### config.mk
export PLATFORM = sky130hd
export DESIGN_NAME = segment_display_text_encoder
export DESIGN_NICKNAME = d
export VERILOG_FILES = /design/src/rtl/sdte_pkg.sv /design/src/rtl/sdte_decode.sv /design/src/rtl/sdte_cell.sv /design/src/rtl/segment_display_text_encoder.sv
export SDC_FILE = /design/constraint.sdc
export NUM_CORES = 1
export LEC_CHECK = 0
export CAP_MARGIN = 5
export CORE_ASPECT_RATIO = 0.6
export CORE_UTILIZATION = 45
export CTS_CLUSTER_SIZE = 20
export DETAILED_ROUTE_END_ITERATION = 16
export DONT_BUFFER_PORTS = 1
export GPL_TIMING_DRIVEN = 0
export PLACE_DENSITY = 0.61
export SLEW_MARGIN = 20
export SYNTH_ARGS = -nofsm -noshare
export SYNTH_HDL_FRONTEND = slang
export SYNTH_SLANG_ARGS = --single-unit
export TNS_END_PERCENT = 20
### constraint.sdc
create_clock -name i_clk -period 9 [get_ports i_clk]
set_input_delay 0.9 -clock i_clk [delete_from_list [all_inputs] [get_ports i_clk]]
set_output_delay 0.9 -clock i_clk [all_outputs]
set_load 0.02 [all_outputs]
### src/rtl/sdte_pkg.sv
// shared types, character codes and the segment pattern rom for the text encoder
package sdte_pkg;

    // character codes
    localparam logic [7:0] CHAR_ZERO    = 8'h30;
    localparam logic [7:0] CHAR_NINE    = 8'h39;
    localparam logic [7:0] CHAR_LOW_A   = 8'h61;
    localparam logic [7:0] CHAR_LOW_Z   = 8'h7A;
    localparam logic [7:0] CHAR_UP_A    = 8'h41;
    localparam logic [7:0] CHAR_UP_Z    = 8'h5A;
    localparam logic [7:0] CHAR_POINT   = 8'h2E;
    localparam logic [7:0] CHAR_DASH    = 8'h2D;

    // rom layout: ten digits, 26 letters, then the dash
    localparam int unsigned ROM_LETTER_BASE = 10;
    localparam int unsigned ROM_DASH        = 10 + 26 + 0;
    localparam int unsigned ROM_DEPTH       = 10 + 26 + 1;

    localparam int unsigned PAT_W = 11;
    localparam int unsigned CODE_W = $clog2(ROM_DEPTH);

    // decimal point sits in bit 2 of the high segment bits
    localparam logic [PAT_W-1:0] POINT_MASK = PAT_W'(32'h04 << 8);

    // input and output words
    typedef struct packed {
        logic [7:0] text_char;
        logic       end_of_text;
    } t_in_word;

    typedef struct packed {
        logic [2:0] digit_position;
        logic [7:0] pattern_low;
        logic [2:0] pattern_high;
        logic       last_of_run;
    } t_out_word;

    // decoded character
    typedef struct packed {
        logic             push;
        logic             set_point;
        logic             is_digit;
        logic [PAT_W-1:0] pattern;
    } t_dec;

    // per-cycle control shared by every cell
    typedef struct packed {
        logic take;
        logic push;
        logic capture;
        logic drain;
    } t_cell_ctl;

    // segment patterns, {high bits, low byte}
    function automatic logic [PAT_W-1:0] seg_rom(input logic [CODE_W-1:0] code);
        logic [PAT_W-1:0] pat;
        unique case (code)
            6'd0:    pat = 11'h1F8;
            6'd1:    pat = 11'h030;
            6'd2:    pat = 11'h2D8;
            6'd3:    pat = 11'h278;
            6'd4:    pat = 11'h330;
            6'd5:    pat = 11'h368;
            6'd6:    pat = 11'h3E8;
            6'd7:    pat = 11'h038;
            6'd8:    pat = 11'h3F8;
            6'd9:    pat = 11'h378;
            6'd10:   pat = 11'h3B8;
            6'd11:   pat = 11'h3E0;
            6'd12:   pat = 11'h1C8;
            6'd13:   pat = 11'h2F0;
            6'd14:   pat = 11'h3C8;
            6'd15:   pat = 11'h388;
            6'd16:   pat = 11'h1E8;
            6'd17:   pat = 11'h3B0;
            6'd18:   pat = 11'h020;
            6'd19:   pat = 11'h070;
            6'd20:   pat = 11'h3D0;
            6'd21:   pat = 11'h1C0;
            6'd22:   pat = 11'h2A8;
            6'd23:   pat = 11'h2A0;
            6'd24:   pat = 11'h2E0;
            6'd25:   pat = 11'h398;
            6'd26:   pat = 11'h338;
            6'd27:   pat = 11'h280;
            6'd28:   pat = 11'h320;
            6'd29:   pat = 11'h3C0;
            6'd30:   pat = 11'h1F0;
            6'd31:   pat = 11'h310;
            6'd32:   pat = 11'h350;
            6'd33:   pat = 11'h1B0;
            6'd34:   pat = 11'h370;
            6'd35:   pat = 11'h248;
            6'd36:   pat = 11'h200;
            default: pat = '0;
        endcase
        return pat;
    endfunction

endpackage

### src/rtl/sdte_decode.sv
// character classifier and rom lookup for one incoming word
module sdte_decode (
    input  logic [7:0]    i_char,
    input  logic          i_prev_digit,
    output sdte_pkg::t_dec o_dec
);
    import sdte_pkg::*;

    logic                is_digit;
    logic                is_lower;
    logic                is_upper;
    logic                is_dash;
    logic [7:0]          offset;
    logic [CODE_W-1:0]   code;

    // classify
    assign is_digit = (i_char >= CHAR_ZERO)  && (i_char <= CHAR_NINE);
    assign is_lower = (i_char >= CHAR_LOW_A) && (i_char <= CHAR_LOW_Z);
    assign is_upper = (i_char >= CHAR_UP_A)  && (i_char <= CHAR_UP_Z);
    assign is_dash  = (i_char == CHAR_DASH);

    // rom code from the character
    always_comb begin
        if (is_digit) begin
            offset = i_char - CHAR_ZERO;
        end else if (is_lower) begin
            offset = i_char - CHAR_LOW_A + 8'(ROM_LETTER_BASE);
        end else if (is_upper) begin
            offset = i_char - CHAR_UP_A + 8'(ROM_LETTER_BASE);
        end else begin
            offset = 8'(ROM_DASH);
        end
        code = offset[CODE_W-1:0];
    end

    assign o_dec.push      = is_digit | is_lower | is_upper | is_dash;
    assign o_dec.set_point = (i_char == CHAR_POINT) & i_prev_digit;
    assign o_dec.is_digit  = is_digit;
    assign o_dec.pattern   = seg_rom(code);

endmodule

### src/rtl/sdte_cell.sv
// one display position: working pattern plus its slot in the drain chain
module sdte_cell (
    input  logic                         i_clk,
    input  logic                         i_rst_n,
    input  sdte_pkg::t_cell_ctl          i_ctl,
    input  logic                         i_set_point,
    input  logic [sdte_pkg::PAT_W-1:0]   i_right_pat,
    input  logic [sdte_pkg::PAT_W-1:0]   i_right_out,
    output logic [sdte_pkg::PAT_W-1:0]   o_pat,
    output logic [sdte_pkg::PAT_W-1:0]   o_out
);
    import sdte_pkg::*;

    logic [PAT_W-1:0] r_pat;
    logic [PAT_W-1:0] r_out;
    logic [PAT_W-1:0] n_pat;

    // value after the accepted character is applied
    always_comb begin
        n_pat = i_ctl.push ? i_right_pat : r_pat;
        if (i_set_point) begin
            n_pat = n_pat | POINT_MASK;
        end
    end

    // working pattern, cleared once a string ends
    always_ff @(posedge i_clk) begin
        if (!i_rst_n) begin
            r_pat <= '0;
        end else if (i_ctl.take) begin
            r_pat <= i_ctl.capture ? '0 : n_pat;
        end
    end

    // drain slot: load the finished string, then shift toward position one
    always_ff @(posedge i_clk) begin
        if (i_ctl.capture) begin
            r_out <= n_pat;
        end else if (i_ctl.drain) begin
            r_out <= i_right_out;
        end
    end

    assign o_pat = r_pat;
    assign o_out = r_out;

endmodule

### src/rtl/segment_display_text_encoder.sv
// top level of the seven-segment text encoder: decoder, cell row and drain control
//
//  channel  | direction | handshake                | word
//  ---------+-----------+--------------------------+----------------------------
//  in       | input     | i_in_valid / o_in_stall   | text_char, end_of_text
//  out      | output    | o_out_valid / i_out_stall | position, pattern, last flag
//
//  one character is taken per cycle unless an end word stalls; its pattern shifts
//  into the cell row from the right; an end word loads the row into the drain
//  chain, which gives DIGIT_COUNT words, one per cycle unless the receiver stalls
//  an end word stalls only while an earlier string is still draining
//  plain characters are never stalled; synchronous reset blanks the working patterns
module segment_display_text_encoder #(
    parameter int unsigned DIGIT_COUNT = 4
) (
    input  logic                i_clk,
    input  logic                i_rst_n,
    input  logic                i_in_valid,
    output logic                o_in_stall,
    input  sdte_pkg::t_in_word  i_in_word,
    output logic                o_out_valid,
    input  logic                i_out_stall,
    output sdte_pkg::t_out_word o_out_word
);
    import sdte_pkg::*;

    localparam int unsigned CW = $clog2(DIGIT_COUNT + 1);

    logic              r_prev_digit;
    logic [CW-1:0]     r_left;
    logic [2:0]        r_pos;
    t_dec              dec;
    t_cell_ctl         ctl;
    logic              drain_free;
    logic [PAT_W-1:0]  w_pat [DIGIT_COUNT];
    logic [PAT_W-1:0]  w_out [DIGIT_COUNT];

    // character decode
    sdte_decode u_decode (
        .i_char       (i_in_word.text_char),
        .i_prev_digit (r_prev_digit),
        .o_dec        (dec)
    );

    // handshake and cell control
    assign drain_free  = (r_left == '0) || ((r_left == CW'(1)) && !i_out_stall);
    assign o_in_stall  = i_in_valid && i_in_word.end_of_text && !drain_free;
    assign o_out_valid = (r_left != '0);

    assign ctl.take    = i_in_valid && !o_in_stall;
    assign ctl.push    = dec.push;
    assign ctl.capture = ctl.take && i_in_word.end_of_text;
    assign ctl.drain   = o_out_valid && !i_out_stall;

    // row of cells, position one on the left
    for (genvar k = 0; k < DIGIT_COUNT; k++) begin : g_cell
        logic [PAT_W-1:0] right_pat;
        logic [PAT_W-1:0] right_out;
        logic             set_point;

        if (k == DIGIT_COUNT - 1) begin : g_edge
            assign right_pat = dec.pattern;
            assign right_out = '0;
            assign set_point = dec.set_point;
        end else begin : g_inner
            assign right_pat = w_pat[k+1];
            assign right_out = w_out[k+1];
            assign set_point = 1'b0;
        end

        sdte_cell u_cell (
            .i_clk       (i_clk),
            .i_rst_n     (i_rst_n),
            .i_ctl       (ctl),
            .i_set_point (set_point),
            .i_right_pat (right_pat),
            .i_right_out (right_out),
            .o_pat       (w_pat[k]),
            .o_out       (w_out[k])
        );
    end

    // digit tracking for the decimal point
    always_ff @(posedge i_clk) begin
        if (!i_rst_n) begin
            r_prev_digit <= 1'b0;
        end else if (ctl.take) begin
            r_prev_digit <= dec.is_digit && !i_in_word.end_of_text;
        end
    end

    // drain count and position number
    always_ff @(posedge i_clk) begin
        if (!i_rst_n) begin
            r_left <= '0;
            r_pos  <= 3'd1;
        end else if (ctl.capture) begin
            r_left <= CW'(DIGIT_COUNT);
            r_pos  <= 3'd1;
        end else if (ctl.drain) begin
            r_left <= r_left - CW'(1);
            r_pos  <= r_pos + 3'd1;
        end
    end

    // output word
    assign o_out_word.digit_position = r_pos;
    assign o_out_word.pattern_low    = w_out[0][7:0];
    assign o_out_word.pattern_high   = w_out[0][PAT_W-1:8];
    assign o_out_word.last_of_run    = (r_left == CW'(1));

    // a captured string always starts a full run at position one
    a_capture_count: assert property (@(posedge i_clk) disable iff (!i_rst_n)
        ctl.capture |=> (r_left == CW'(DIGIT_COUNT)) && (r_pos == 3'd1))
        else $error("run did not restart after capture");

    // once the last word leaves, nothing follows unless a new string was captured
    a_run_ends: assert property (@(posedge i_clk) disable iff (!i_rst_n)
        (ctl.drain && o_out_word.last_of_run && !ctl.capture) |=> !o_out_valid)
        else $error("output valid after the last word of a run");

    // only end words are ever held back
    a_stall_end_only: assert property (@(posedge i_clk) disable iff (!i_rst_n)
        o_in_stall |-> i_in_word.end_of_text)
        else $error("plain character stalled");

    // a capture never overruns a run still draining
    a_no_overrun: assert property (@(posedge i_clk) disable iff (!i_rst_n)
        ctl.capture |-> (r_left == '0) || (ctl.drain && o_out_word.last_of_run))
        else $error("capture while a run is still draining");

endmodule

==> results.md, run 1 <==
* Synth area leaders: edfxtp_1 (24%), dfxtp_1 (19%), mux2i_1 (7.0%), ha_1 (5.1%), a22oi_1 (4.7%)
* Fin cells at approximately 730
* Grt total ovfl at 0
* Worst setup path class: primary input to register
* DR WL/cell at just under 20 microns
* Slew Viols, Final at 0
* Setup crit start: i_in_word[1]
* Post-synth EDFFs at 44
* Dpl cells at 709
* Worst Clk Skew at 8.36 ps
* Final Hold Fails at 0
* Post-Synth Simple-Gate Area at a little under a fifth
* Vias in the first global route at 4139
* Compound-Gate Fraction of Synth Area at around a fifth
* Final Util at 51.6%
* Top FF cell, synth: dfxtp_1
* R2R Setup Slk at ~5800 ps
* XOR/XNOR Fraction of Synth Area at 0.966%
* Crit-path cells: clkbuf_1, inv_1, ha_1, nor4b_4, a2111oi_4, a21oi_2, o21ai_0, inv_1, ha_1, inv_1, mux2i_1, o21ai_0, a21oi_1, a2bb2oi_1, a21oi_1
* Final setup fails at 0
* Hold_ws at 500 ps
* Initial antenna violation count at 0
* Ys async rst share at 0%
* Post-DRT Antenna Nets at 0
* Setup TNS at 0 ps
* Detailed Routing Iterations Pass 1 at 5
* Worst setup EP type: register
* Leakage at 0.00207 uW
* HP Start: g_cell[3].u_cell.o_pat[8]$_SDFFE_PN0P_
* Die area at 12500 sq um
* Top-area cell type share of the netlist area at 24.3%
* Area Growth Syn to Fin at 9.38%
* Critical path's largest stage delay at 820 ps
* Post-Syn Area per Cell at 9.93 sq um
* Crit-path max FO at 10
* Die Y-Extent at 87.2 microns
* Worst setup SP type: primary input
* Area leader, netlist: edfxtp_1
* DP Wirelength at roughly 11000 microns
* Row count at 30
* Hold Path Class: register to register
* Worst-skew pair later-pin latency at 350 ps
* Seq cells post-synth at 95
* Synthesized Nets at a little under 600
* Slowest CP cell: o21ai_0
* Pwr dens at about 190 nW/um^2
* Initial DRC count at 456
* Starting Density at 47.2%
* Post-Synth Adder-Cell Area at between 5 and 6%
* Top Ports at 30
* Port bufs at 0
* Clock sink total at 95
* Least-Margin Pin Slew at 993 ps
* Max-slew headroom at 33.1%
* Min Clock Period, post-route at 5100 ps
* Register area share after synthesis at 43.1%
* Top cell by count, worst path: inv_1
* Layout Nets at 595
* Post-synth top cells: nand2_1 (58), dfxtp_1 (51), o21ai_0 (48), edfxtp_1 (44), nor2b_1 (40)
* Main combinational cell family by area after synthesis: compound AO/OA/AOI/OAI gates
* CTS resizes at 0
* Residual DRC at 0
* Die width at 144 microns
* Reg clk slew, reported paths at 60 ps
* Synth cell types at 74
* Via count at 4387
* RR Startpoint: r_left[0]$_SDFFE_PP0P_
* Cell area after synthesis at 5440 sq um
* Layout cells sized above 1 at 10.6%
* Synth warn at 0
* Worst Path Required at approximately 9100 ps
* Diode count at 0
* Fmax at about 0.20 GHz
* Root Buffer Master: clkbuf_16
* Overall Power at 1100 uW
* WP data arrival at 5170 ps
* Multiplexer share of the synthesized area at 7.20%
* All-Layer GR Usage at between 20% and 30%
* Worst VDD drop at 0.112 mV
* CTS buffer count at 9
* WL final at 14400 microns
* Setup Buffers After CTS at 0
* Largest net degree at the start of global routing at 25
* Fillers at 1047
* Status: complete, no violations
* Max cap viols at 0
* Core Area at 11500 sq um
* GPL Wtd Cong at a little over 0.9
* Global-route wire length before repair at 22900 microns
* Multi-input gate area at 2850 sq um
* Count leader, synth: nand2_1
* Vias per inst at ~6.1
* FF/Latch Area at ~2300 sq um
* Clock Path Buffers at 2
* Htree depth at 3
* Part of the cycle the worst path needs at between 50 and 60%
* Mapped Cells at between 500 and 600
* RSZ-0062 raised after global routing: no
* Hold buffer count at cts at 0
* TritonCTS clock tree: yes
-- worst paths after layout --
check	endpoint	cells past startpoint
setup / recovery	g_cell[3].u_cell.o_out[3]$_SDFFCE_PN0P_	15
setup reg to reg	g_cell[2].u_cell.o_out[7]$_DFFE_PP_	10
hold reg to reg	g_cell[3].u_cell.o_pat[8]$_SDFFE_PN0P_	2
hold / removal	g_cell[3].u_cell.o_pat[8]$_SDFFE_PN0P_	2
-- logic make-up after synthesis --
family,count (synthesis)
AOI/OAI and AO/OA,160
xor gates and xnor gates,6
adders and majority gates,22
buffers and inverters,47
DFF,95
muxes,39
and+or+nand+nor,179
-- routing by layer --
layer  GRT usage, %  up-vias  part of all wire (%)  routed length [microns]
li1               -     2052                     -                        -
met1           38.9     2135                    52                     7540
met2           31.2      186                    37                     5400
met3           7.09       14                   9.1                     1310
met4           6.29        0                   1.1                      165
met5              0        -                     0                        0
-- cell usage in the layout (no fill, tap or decap), types with 8 or more instances in the layout --
master and n:
nand4_1 8, nand3_1 13, nor2_1 13, mux2i_1 38, clkbuf_1 18, nand2_1 58, clkbuf_16 9, inv_1 12
buf_2 12, dfxtp_1 51, nor2b_1 40, ha_1 22, edfxtp_1 44, a22oi_1 34, o21ai_0 48, a21oi_1 15
-- critical path, delay by kind of cell --
family          cells  cell delay (ps)
compound gates      7             2250
fa+ha+maj           2              750
simple gates        1              160
mux                 1              140
buf+inv             4              960
-- final cells by class --
type	instances	share of cell area, %
Buffer	35	3.41
Clock buffer	14	4.44
Clock inverter	2	0.273
Inverter	12	0.757
Multi-Input combinational cell	406	47.9
Sequential cell	95	39.4
Tap cell	160	3.36
Timing Repair Buffer	1	0.463
-- sequential cells by signal (all words and copies together) (netlist names) --
name and flops:
g_cell.u_cell.o_out 44, r_prev_digit 1, r_left 3, g_cell.u_cell.o_pat 44, r_pos 3
-- power breakdown --
part	total (uW)	internal [uW]	leakage (uW)	switching, uW
Clock	363	203	0.000133	160
Combinational	202	67.8	0.00109	135
Sequential	538	509	0.000846	28.9
-- stage by stage --
| stage | setup WS [ps] | instance area, sq um |
|---|---|---|
| after floorplan | 4690 | 5440 |
| after global placement | 3600 | 5640 |
| after detailed placement | 3720 | 5670 |
| after CTS | 4070 | 5950 |
| after global routing | 3660 | 5950 |
| final | 3900 | 5950 |
Note: power is estimated with default switching activity, not from simulation.
==> run 2: changes to the inputs <==
Settings changed: PLACE_DENSITY 0.61 to 0.63.
Clock period 9 ns to 4.47 ns, I/O delays scaled along.
==> results.md, run 2 (same netlist as run 1, synthesis figures left out) <==
* Hold Path Class: primary input to register
* Clock Path Buffers at 2 (unchanged)
* Layout cells sized above 1 at 11.0% (+0.37 points)
* Row count at 30 (unchanged)
* Commonest non-fill, non-tap cell in the layout: nand2_1
* Met1 Use GR at 38.9% (about the same)
* Final Util at 51.3% (-0.29 points)
* Worst Path Required at 4540 ps (-4530 ps)
* Port bufs at 0 (unchanged)
* Met2 GRT Util at 31.4% (+0.26 points)
* Largest net degree at the start of global routing at 45 (+80%)
* Hold buffer count at cts at 0 (unchanged)
* Die width at 144 microns (unchanged)
* All-Layer GR Usage at 24.2% (-0.32 points)
* Final Hold Fails at 0 (unchanged)
* Grt total ovfl at 0 (unchanged)
* Worst VDD drop at 0.250 mV (+120%)
* Starting Density at 47.2% (unchanged)
* Global-route wire length before repair at 22600 microns (-1.2%)
* Most Used Layer, Global Route: met1
* Detailed Routing Iterations Pass 1 at 5 (unchanged)
* Max cap viols at 0 (unchanged)
* Initial DRC count at 488 (+7.0%)
* Residual DRC at 0 (unchanged)
* Initial antenna violation count at 0 (unchanged)
* Top Ports at 30 (unchanged)
* Area Growth Syn to Fin at 8.76%
* Vias in the first global route at 4057 (-2.0%)
* Via count at 4376 (-0.25%)
* Vias per inst at 6.04 (-0.11%)
* Worst-skew pair later-pin latency at 340 ps (about the same)
* Pwr dens at 370 nW/um^2 (+99%)
* R2R Setup Slk at 1390 ps (-4410 ps)
* GPL Wtd Cong at 0.936 (+0.42%)
* TritonCTS clock tree: yes
* Layout Nets at 594 (-0.17%)
* Reg clk slew, reported paths at 60 ps (about the same)
* Die Y-Extent at 87.2 microns (unchanged)
* Worst setup SP type: primary input
* Fmax at 0.242 GHz
* RSZ-0062 raised after global routing: no
* Max-slew headroom at 56.4% (+23 points)
* Routing usage on met3 at 5.99% (-1.1 points)
* Crit-path max FO at 10 (unchanged)
* Worst Clk Skew at 5.94 ps (-2.42 ps)
* Slew Viols, Final at 0 (unchanged)
* Status: complete, no violations
* Diode count at 0 (unchanged)
* DR WL/cell at 20.0 microns (+0.54%)
* Final setup fails at 0 (unchanged)
* Overall Power at 2190 uW (+98%)
* Fillers at 1042 (-0.48%)
* Clock sink total at 95 (unchanged)
* Post-DRT Antenna Nets at 0 (unchanged)
* Leakage at 0.00206 uW (-0.38%)
* Setup TNS at 0 ps (unchanged)
* DP Wirelength at 10600 microns (-1.7%)
* Most frequent cells in the layout: nand2_1 (58), dfxtp_1 (51), o21ai_0 (47), edfxtp_1 (44), nor2b_1 (40)
* Worst setup EP type: register
* Min Clock Period, post-route at 4130 ps
* WP data arrival at 4200 ps (-970 ps)
* WL final at 14500 microns (+0.40%)
* Part of the cycle the worst path needs at between 90% and 100%
* Worst setup path class: primary input to register
* CTS buffer count at 9 (unchanged)
* Least-Margin Pin Slew at 654 ps (-339 ps)
* Die area at 12500 sq um (unchanged)
* Core Area at 11500 sq um (unchanged)
* Root Buffer Master: clkbuf_16
* Htree depth at 3 (unchanged)
[run 2: critical path, stage by stage]
cell	delay, ps
clkbuf_1	380
inv_1	190
ha_1	270
nor4b_4	160
a2111oi_4	560
nand2_1	110
a21bo_2	290
nand2_1	190
inv_1	190
ha_1	310
a32oi_1	210
o221ai_1	140
o211ai_1	130
o311ai_1	130
mux2i_1	350
a21oi_1	140
[run 2: path summary, 6_finish.rpt]
path	start	end	cells past startpoint
worst min-delay path	i_in_word[7]	g_cell[3].u_cell.o_pat[10]$_SDFFE_PN0P_	3
worst max-delay path	i_in_word[1]	g_cell[3].u_cell.o_out[9]$_SDFFCE_PN0P_	16
worst max register to register	r_left[0]$_SDFFE_PP0P_	g_cell[0].u_cell.o_out[8]$_DFFE_PP_	11
worst min register to register	g_cell[3].u_cell.o_pat[10]$_SDFFE_PN0P_	g_cell[3].u_cell.o_pat[10]$_SDFFE_PN0P_	2
[run 2: per-layer routing]
| metal | routed length, microns | up-vias | share of wire (%) |
|---|---|---|---|
| met4 | 78 | 0 | 0.54 |
| met5 | 0 | - | 0 |
| met1 | 7630 | 2148 | 53 |
| met3 | 1160 | 10 | 8.0 |
| met2 | 5610 | 163 | 39 |
| li1 | - | 2055 | - |
[run 2: layout make-up]
cell class / instances / area [sq um] / area share [%]
Buffer: 35 / 203 / 3.43
Clock buffer: 10 / 229 / 3.87
Clock inverter: 6 / 36.3 / 0.613
Inverter: 12 / 45.0 / 0.761
Multi-Input combinational cell: 406 / 2860 / 48.4
Sequential cell: 95 / 2340 / 39.6
Tap cell: 160 / 200 / 3.38
[run 2: report_power, final]
part	switching (uW)	leakage, uW	total [uW]	internal [uW]
registers	59.3	0.000846	1080	1030
logic	270	0.00109	398	128
clock network	330	0.000132	705	375
[run 2: stage by stage]
step | worst slack, ps | instance area [sq um] | cells | hold slack, ps
final | 340 | 5920 | 724 | 364
after global routing | 74.4 | 5920 | 724 | 392
after CTS | 114 | 5910 | 724 | 364
after detailed placement | -226 | 5650 | 708 | 488
after global placement | -322 | 5640 | 708 | 481
after floorplan | 609 | 5440 | 548 | 456
[run 2: what timing repair did]
item / CTS / global route
setup endpoints to repair: 0 / 8
gates resized for setup: 0 / 2
setup buffers: 0 / 0
==> run 3: changes to the inputs <==
==> constraint.sdc (replaced) <==
create_clock -name i_clk -period 4.47 [get_ports i_clk]
set_input_delay 0.2235 -clock i_clk [delete_from_list [all_inputs] [get_ports i_clk]]
set_output_delay 0.2235 -clock i_clk [all_outputs]
set_load 0.02 [all_outputs]
==> results.md, run 3 (same netlist as run 1, synthesis figures left out) <==
* Via count at 4378 (+0.046%)
* Reg clk slew, reported paths at 60 ps (about the same)
* Top Ports at 30 (unchanged)
* Post-DRT Antenna Nets at 0 (unchanged)
* Worst setup SP type: primary input
* Root Buffer Master: clkbuf_16
* Layout cells sized above 1 at 10.8% (-0.18 points)
* Max-slew headroom at 56.8% (+0.41 points)
* All-Layer GR Usage at 24.2% (unchanged)
* Die width at 144 microns (unchanged)
* Setup Buffers After CTS at 0 (unchanged)
* Port bufs at 0 (unchanged)
* TritonCTS clock tree: yes
* Leakage at 0.00206 uW (about the same)
* Most frequent cells in the layout: nand2_1 (58), dfxtp_1 (51), o21ai_0 (47), edfxtp_1 (44), nor2b_1 (40)
* Worst setup path class: primary input to register
* Row count at 30 (unchanged)
* Routing usage on met3 at 5.99% (unchanged)
* Die area at 12500 sq um (unchanged)
* CTS buffer count at 9 (unchanged)
* Initial DRC count at 511 (+4.7%)
* Diode count at 0 (unchanged)
* Met1 Use GR at 38.9% (unchanged)
* Dpl cells at 708 (unchanged)
* Vias in the first global route at 4057 (unchanged)
* Most Used Layer, Global Route: met1
* Least-Margin Pin Slew at 648 ps (-6.11 ps)
* Min Clock Period, post-route at 3980 ps (-154 ps)
* Initial antenna violation count at 0 (unchanged)
* RSZ-0062 raised after global routing: no
* Fmax at 0.252 GHz (+3.9%)
* Final Hold Fails at 0 (unchanged)
* Design area at 5910 sq um (about the same)
* Hold Path Class: primary input to register
* Slew Viols, Final at 0 (unchanged)
* Die Y-Extent at 87.2 microns (unchanged)
* Met2 GRT Util at 31.4% (unchanged)
* Placed inst area at 5650 sq um (unchanged)
* Pwr dens at 370 nW/um^2 (about the same)
* Setup TNS at 0 ps (unchanged)
* Htree depth at 3 (unchanged)
* Clock Path Buffers at 2 (unchanged)
* Worst Clk Skew at 7.13 ps (+1.19 ps)
* Status: complete, no violations
* Worst Path Required at 4670 ps (+130 ps)
* Core Area at 11500 sq um (unchanged)
* Crit-path max FO at 10 (unchanged)
* DP Wirelength at 10600 microns (unchanged)
* Largest net degree at the start of global routing at 45 (unchanged)
* Vias per inst at 6.05 (about the same)
* WL final at 14500 microns (-0.17%)
* Commonest non-fill, non-tap cell in the layout: nand2_1
* Hold_ws at 142 ps (-222 ps)
* Max cap viols at 0 (unchanged)
* Worst-skew pair later-pin latency at 340 ps (about the same)
* Area Growth Syn to Fin at 8.69% (about the same)
* GPL Wtd Cong at 0.936 (unchanged)
* Part of the cycle the worst path needs at 88.9% (-3.5 points)
* Fin cells at 724 (unchanged)
* Detailed Routing Iterations Pass 1 at 5 (unchanged)
* WP data arrival at 4170 ps (-30 ps)
* Worst setup EP type: register
* Layout Nets at 594 (unchanged)
* Final Util at 51.3% (about the same)
* DR WL/cell at 20.0 microns (-0.17%)
* Clock sink total at 95 (unchanged)
* Grt total ovfl at 0 (unchanged)
* Global-route wire length before repair at 22600 microns (unchanged)
* Final setup fails at 0 (unchanged)
* Residual DRC at 0 (unchanged)
* Starting Density at 47.2% (unchanged)
* Worst VDD drop at 0.249 mV (-0.47%)
run 3: changes by cell type in the layout (fill, tap and decap cells not counted):
| cell | change |
|---|---|
| o21ai_1 | +1 |
| o21ai_2 | -1 |
run 3: through the flow:
step	worst slack (ps)	power, uW
floorplan	833	1380
global placement	-98.8	1490
detailed placement	-2.03	1490
CTS	337	2190
global route	197	2270
finish	494	2190
run 3: power by group:
part | leakage, uW | switching (uW) | internal [uW]
registers | 0.000846 | 59.3 | 1030
logic | 0.00108 | 269 | 128
clock network | 0.000132 | 332 | 375
run 3: final cells by class:
class	instances	area, sq um
buffer	35	203
clock buffer	10	229
clock inverter	6	36.3
fill	1044	5610
inverter	12	45.0
multi-input combinational	406	2860
sequential	95	2340
tap	160	200
run 3: layer usage:
layer  share of wire (%)  routed length [microns]  vias to the layer above
met2                  39                     5630                      166
met1                  53                     7610                     2153
met5                   0                        0                        -
met4                0.60                       87                        0
met3                 7.8                     1130                        8
li1                    -                        -                     2051
run 3: worst max-delay path, cell delays in order:
cell       delay (ps)
clkbuf_1          360
inv_1             180
ha_1              260
nor4b_4           160
a2111oi_4         560
a21oi_2           200
o21ai_1           500
inv_1             190
ha_1              350
a32o_1            260
a222oi_1          310
a211oi_1          130
nor2_1            130
a32oi_1           170
a21oi_1           170
run 3: path summary, 6_finish.rpt:
kind	from	to	slack, ps	cells after the start
hold / removal	i_in_word[7]	g_cell[3].u_cell.o_pat[10]$_SDFFE_PN0P_	140	3
setup / recovery	i_in_word[1]	g_cell[3].u_cell.o_out[6]$_SDFFCE_PN0P_	490	15
hold reg to reg	g_cell[3].u_cell.o_pat[10]$_SDFFE_PN0P_	g_cell[3].u_cell.o_pat[10]$_SDFFE_PN0P_	500	2
setup reg to reg	r_left[0]$_SDFFE_PP0P_	g_cell[2].u_cell.o_out[10]$_DFFE_PP_	1390	11
run 3: what timing repair did:
action | CTS | global route
endpoints found under the setup margin | 0 | 2
hold buffers | 0 | 0
gates resized for setup | 0 | 1
